==> src/design/slsc_pkg.sv <==
// Package for the seeded list shuffle and slot lookup core.
// Holds beat types, sizes, item kinds, the mixing constant and the state encoding.
// No dependencies.
package slsc_pkg;

    localparam int MAX_MEMBERS = 64;
    localparam int IDX_W       = $clog2(MAX_MEMBERS);
    localparam int CNT_W       = $clog2(MAX_MEMBERS + 1);
    localparam int OUT_CNT_W   = 7;

    localparam logic [63:0] MIX_MULT = 64'd2685821657736338717;

    localparam logic [1:0] KIND_LOAD   = 2'd0;
    localparam logic [1:0] KIND_BLOCK  = 2'd1;
    localparam logic [1:0] KIND_LOOKUP = 2'd2;

    typedef struct packed {
        logic [1:0]  kind;
        logic [31:0] member_id;
        logic        restart_list;
        logic [31:0] block_number;
        logic [31:0] block_time;
        logic [63:0] abs_slot;
    } t_in_beat;

    typedef struct packed {
        logic [31:0] slot_member;
        logic        found;
        logic        reshuffled;
        logic        dropped;
        logic [6:0]  list_count;
    } t_out_beat;

    typedef enum logic [3:0] {
        ST_IDLE,
        ST_BMOD,
        ST_COPY_RD,
        ST_COPY_WR,
        ST_MIX,
        ST_MULT,
        ST_MUL2,
        ST_MUL3,
        ST_KMOD,
        ST_SW_RD,
        ST_SW_WR,
        ST_LMOD,
        ST_LRD,
        ST_LOUT,
        ST_OUT
    } t_state;

endpackage

==> src/design/slsc_divider.sv <==
// Restoring divider for the core: 64-bit dividend modulo a count, one bit per cycle.
// Uses slsc_pkg for the count width.
module slsc_divider (
    input  logic                    i_clk,
    input  logic                    i_rst_n,
    input  logic                    i_start,
    input  logic [63:0]             i_dividend,
    input  logic [slsc_pkg::CNT_W-1:0] i_divisor,
    output logic                    o_done,
    output logic [slsc_pkg::CNT_W-1:0] o_rem
);
    import slsc_pkg::*;

    logic [63:0]      r_quo;
    logic [CNT_W:0]   r_rem;
    logic [CNT_W-1:0] r_div;
    logic [6:0]       r_cnt;
    logic             r_busy;
    logic             r_done;
    logic [CNT_W:0]   n_shift;

    assign n_shift = {r_rem[CNT_W-1:0], r_quo[63]};

    always_ff @(posedge i_clk) begin
        if (!i_rst_n) begin
            r_busy <= 1'b0;
            r_done <= 1'b0;
        end else begin
            r_done <= 1'b0;
            if (i_start) begin
                r_busy <= 1'b1;
                r_cnt  <= 7'd0;
            end else if (r_busy) begin
                r_cnt <= r_cnt + 7'd1;
                if (r_cnt == 7'd63) begin
                    r_busy <= 1'b0;
                    r_done <= 1'b1;
                end
            end
        end
    end

    always_ff @(posedge i_clk) begin
        if (i_start) begin
            r_quo <= i_dividend;
            r_rem <= '0;
            r_div <= i_divisor;
        end else if (r_busy) begin
            r_quo <= {r_quo[62:0], 1'b0};
            if (n_shift >= {1'b0, r_div}) begin
                r_rem <= n_shift - {1'b0, r_div};
            end else begin
                r_rem <= n_shift;
            end
        end
    end

    assign o_done = r_done;
    assign o_rem  = r_rem[CNT_W-1:0];

endmodule

==> config.mk <==
export PLATFORM = sky130hd
export DESIGN_NAME = slsc_divider
export DESIGN_NICKNAME = d
export VERILOG_FILES = /design/src/design/slsc_pkg.sv /design/src/design/slsc_divider.sv
export SDC_FILE = /design/constraint.sdc
export NUM_CORES = 1
export LEC_CHECK = 0
export ABC_AREA = 1
export BUFFER_PORTS_ARGS = -buffer_cell sky130_fd_sc_hd__buf_2
export CAP_MARGIN = 25
export CORE_MARGIN = 1.5
export CORE_UTILIZATION = 30
export DETAILED_ROUTE_END_ITERATION = 10
export PLACE_DENSITY = 0.54
export SYNTH_ARGS = -nofsm -noshare
export SYNTH_HDL_FRONTEND = slang
export SYNTH_SLANG_ARGS = --single-unit
export TNS_END_PERCENT = 100
==> constraint.sdc <==
create_clock -name i_clk -period 2.16 [get_ports i_clk]
set_input_delay 0.108 -clock i_clk [delete_from_list [all_inputs] [get_ports i_clk]]
set_output_delay 0.108 -clock i_clk [all_outputs]
set_load 0.02 [all_outputs]
==> results.cfg <==
[layout]
fin_nets = 603
fin_util_pct = 38.25
insertedDiodeCount = 0
fin_area_um2 = 5045
fin_cells = 701
drive_gt1_share_pct = 21.14
area_growth_pct = 24.95

[logic_synthesis]
synth_compound_area_share_pct = 1.890
yosysSeqAreaShare_pct = 62.47
synth-xor-area-share_pct = 0.4338
yosys.area_share.simple_pct = 27.30
syn_area_um2 = 4038
synth_top_family_by_area = simple AND/OR/NAND/NOR gates
synth.avg_cell_area_um2 = 9.346
synth_fa_ha_area_share_pct = 2.975
postSynthNetCount = 515
synth-seq-cells = 87
synth.distinct_cells = 29
syn_inst = 432
yosysWarnings = 0
synthMuxAreaShare_pct = 0

[timing]
rsz0062_at_grt = false
fin_crit_sh_pct = 86.22
finClkSkew_ns = 0.006108
worst_pin_slew_ns = 0.7549
setup_viol = 0
min_period_ns = 1.862
slew_headroom_pct = 49.68
hold_violations = 0
layout_setup_ws_ns = 0.2976
tns_ns = 0
timing.hold.ws_ns = 0.03534
clock.fmax_mhz = 536.9
maxSlewViolCount = 0

[place]
dpl.cell_count = 678
placed_area_um2 = 4637
routabilityCongestion = 0.7732
io_buffers = 81
dp_slack_ns = 0.3019
dp.final_hpwl_um = 5688

[floorplan]
die_area_um2 = 14160
rows = 42
die_w_um = 119.0
fp.dieH_um = 119.0
ioPinCount = 82
start_util_pct = 30.61
core_area_um2 = 13190

[routing]
routedWlPerCell_um = 11.83
drc = 0
totalWireLength_um = 8295
vias = 3043
postRouteAntennaNets = 0
drt_iter0_drc = 124
firstDrtPassIters = 4
vias_per_cell = 4.341

[pwr]
p_leak_nw = 2.438
internal_power_mw = 3.347
power_frac_clock_pct = 40.5
p_switching_mw = 0.9752
seqPwrFrac_pct = 48.1
power_mw = 4.323
swShare_pct = 22.56
peakVddDrop_mv = 0.4908
combPwrFrac_pct = 11.4
p_per_area_nw_per_um2 = 856.8

[clock_network]
htreeDepth = 3
numCtsBuffers = 9
cts.reportedPaths.clkPinSlew_ns = 0.06
cts_max_path_buffers = 2
clk_latency_ns = 0.33
postCtsSetupRepairBufs = 0
cts_root_buf = clkbuf_16
cts_tree = done
clock_sinks = 87

[worst_setup_path]
r2r_cells = 14
r2r-start = r_quo[63]
path_class = reg2reg
cp_slowest_cell = fa_1
cp.required_ns = 2.39
cp-end-kind = register
cp_data_arrival_time_ns = 2.09
max_stage_delay_ns = 0.40
critPathCapture = r_rem[5]
ff2ff_setup_slack_ns = 0.30
start_kind = register
crit_start = r_quo[63]
cpMostUsedCell = nand2_1
r2r_end = r_rem[5]
critPathMaxFanout = 9
path_cells = inv_1 -> ha_1 -> inv_1 -> fa_1 -> nand2_1 -> nand2_1 -> nand2_2 -> nand2_2 -> nand2_4 -> nand3_1 -> nand2_1 -> inv_1 -> nand2_1 -> nand2_1

[status]
outcome = complete, no violations

[global_routing]
grt_antenna_before_repair = 0
grt-ovfl-total = 0
grtUsageTotal_pct = 12.62
grt_pass1_vias = 2963
grt_max_degree = 71
grt_pass1_wl_um = 14090

[flow_run]
drv_cap = 0

[worst_hold_path]
hold_path.class = in2reg
-- worst max-delay path: cells and delay by family (launching register included) --
kind / cells / cell delay, ns
flip-flops: 1 / 0.36
adder cells (fa/ha/maj): 2 / 0.54
buffers and inverters: 3 / 0.19
AND/OR/NAND/NOR: 9 / 0.65
-- state kept, by name, indices dropped and copies added (netlist names) --
register / flops
o_done: 1
r_quo: 64
r_cnt: 7
r_rem: 7
r_busy: 1
r_div: 7
-- power by group through the flow --
| stage | sequential [mW] | combinational (mW) | clock [mW] |
|---|---|---|---|
| after floorplan | 2.11 | 0.315 | 0 |
| after global placement | 2.11 | 0.478 | 0 |
| after detailed placement | 2.11 | 0.493 | 0 |
| after CTS | 2.08 | 0.506 | 1.81 |
| after global routing | 2.09 | 0.572 | 1.88 |
| final | 2.08 | 0.493 | 1.75 |
-- final cells by class --
type	count	area, um2
clock buffers	10	229.0
clock inverters	6	108.9
fillers	1370	8145
inverters	34	130.1
multi-input cells	296	1316
flip-flops and latches	87	2522
well taps	176	220.2
repair buffers	92	518.0
-- logic make-up (layout without fill, tap and decap cells) --
group                    after synthesis  in the layout
flip-flops                            87             87
AND/OR/NAND/NOR                      272            272
adder cells (fa/ha/maj)                9              9
AO/OA/AOI/OAI                         13             13
buffers and inverters                 49            142
XOR/XNOR                               2              2
-- what timing repair did --
item	in CTS	in global routing
gates resized for setup	0	0
hold endpoints to repair	7	0
hold buffers	7	0
-- worst min path at each step --
stage,from,end,slack (ns),cells after the start
floorplan,i_divisor[0],r_div[0],0.21,0
global placement,i_divisor[6],r_div[6],0.29,1
detailed placement,i_divisor[6],r_div[6],0.29,1
CTS,i_dividend[33],r_quo[33],0.02,3
global route,i_dividend[36],r_quo[36],0.03,3
finish,i_dividend[33],r_quo[33],0.04,3
-- layout by cell type (no fill, tap or decap), drive strengths merged --
cell type and instances:
nand3 17, inv 34, a21oi 6, nand3b 2
xnor2 1, clkinv 3, nand2 235, ha 8
nor2 9, buf 85, o21ai 7, fa 1
edfxtp 78, dfxtp 9, nor3 4, clkbuf 10
dlygate4sd3 7, or2 3, bufinv 3, nand4 2
xor2 1
-- per-layer routing --
layer  track usage [%]  vias up  wire [um]  part of all wire (%)
met5                 0        -          0                     0
met4             5.422        0        121                   1.5
met3             3.161        9        393                   4.7
met2             18.64       75       3655                    44
met1             17.55     1396       4125                    50
li1                  -     1563          -                     -
-- synthesized netlist by cell type (all sizes together) --
master  instances  area share [%]
nand3          17             2.1
ha              8             2.5
nand2         235              22
edfxtp         78              58
xor2            1            0.22
fa              1            0.50
clkbuf          7            0.65
o21ai           7            0.87
a21oi           6             1.0
buf             8             1.1
dfxtp           9             4.5
xnor2           1            0.22
nand3b          2            0.37
or2             3            0.46
nand4           2            0.31
nor3            4            0.62
nor2            9             1.1
inv            34             3.2
(Power assumes the default switching activity.)
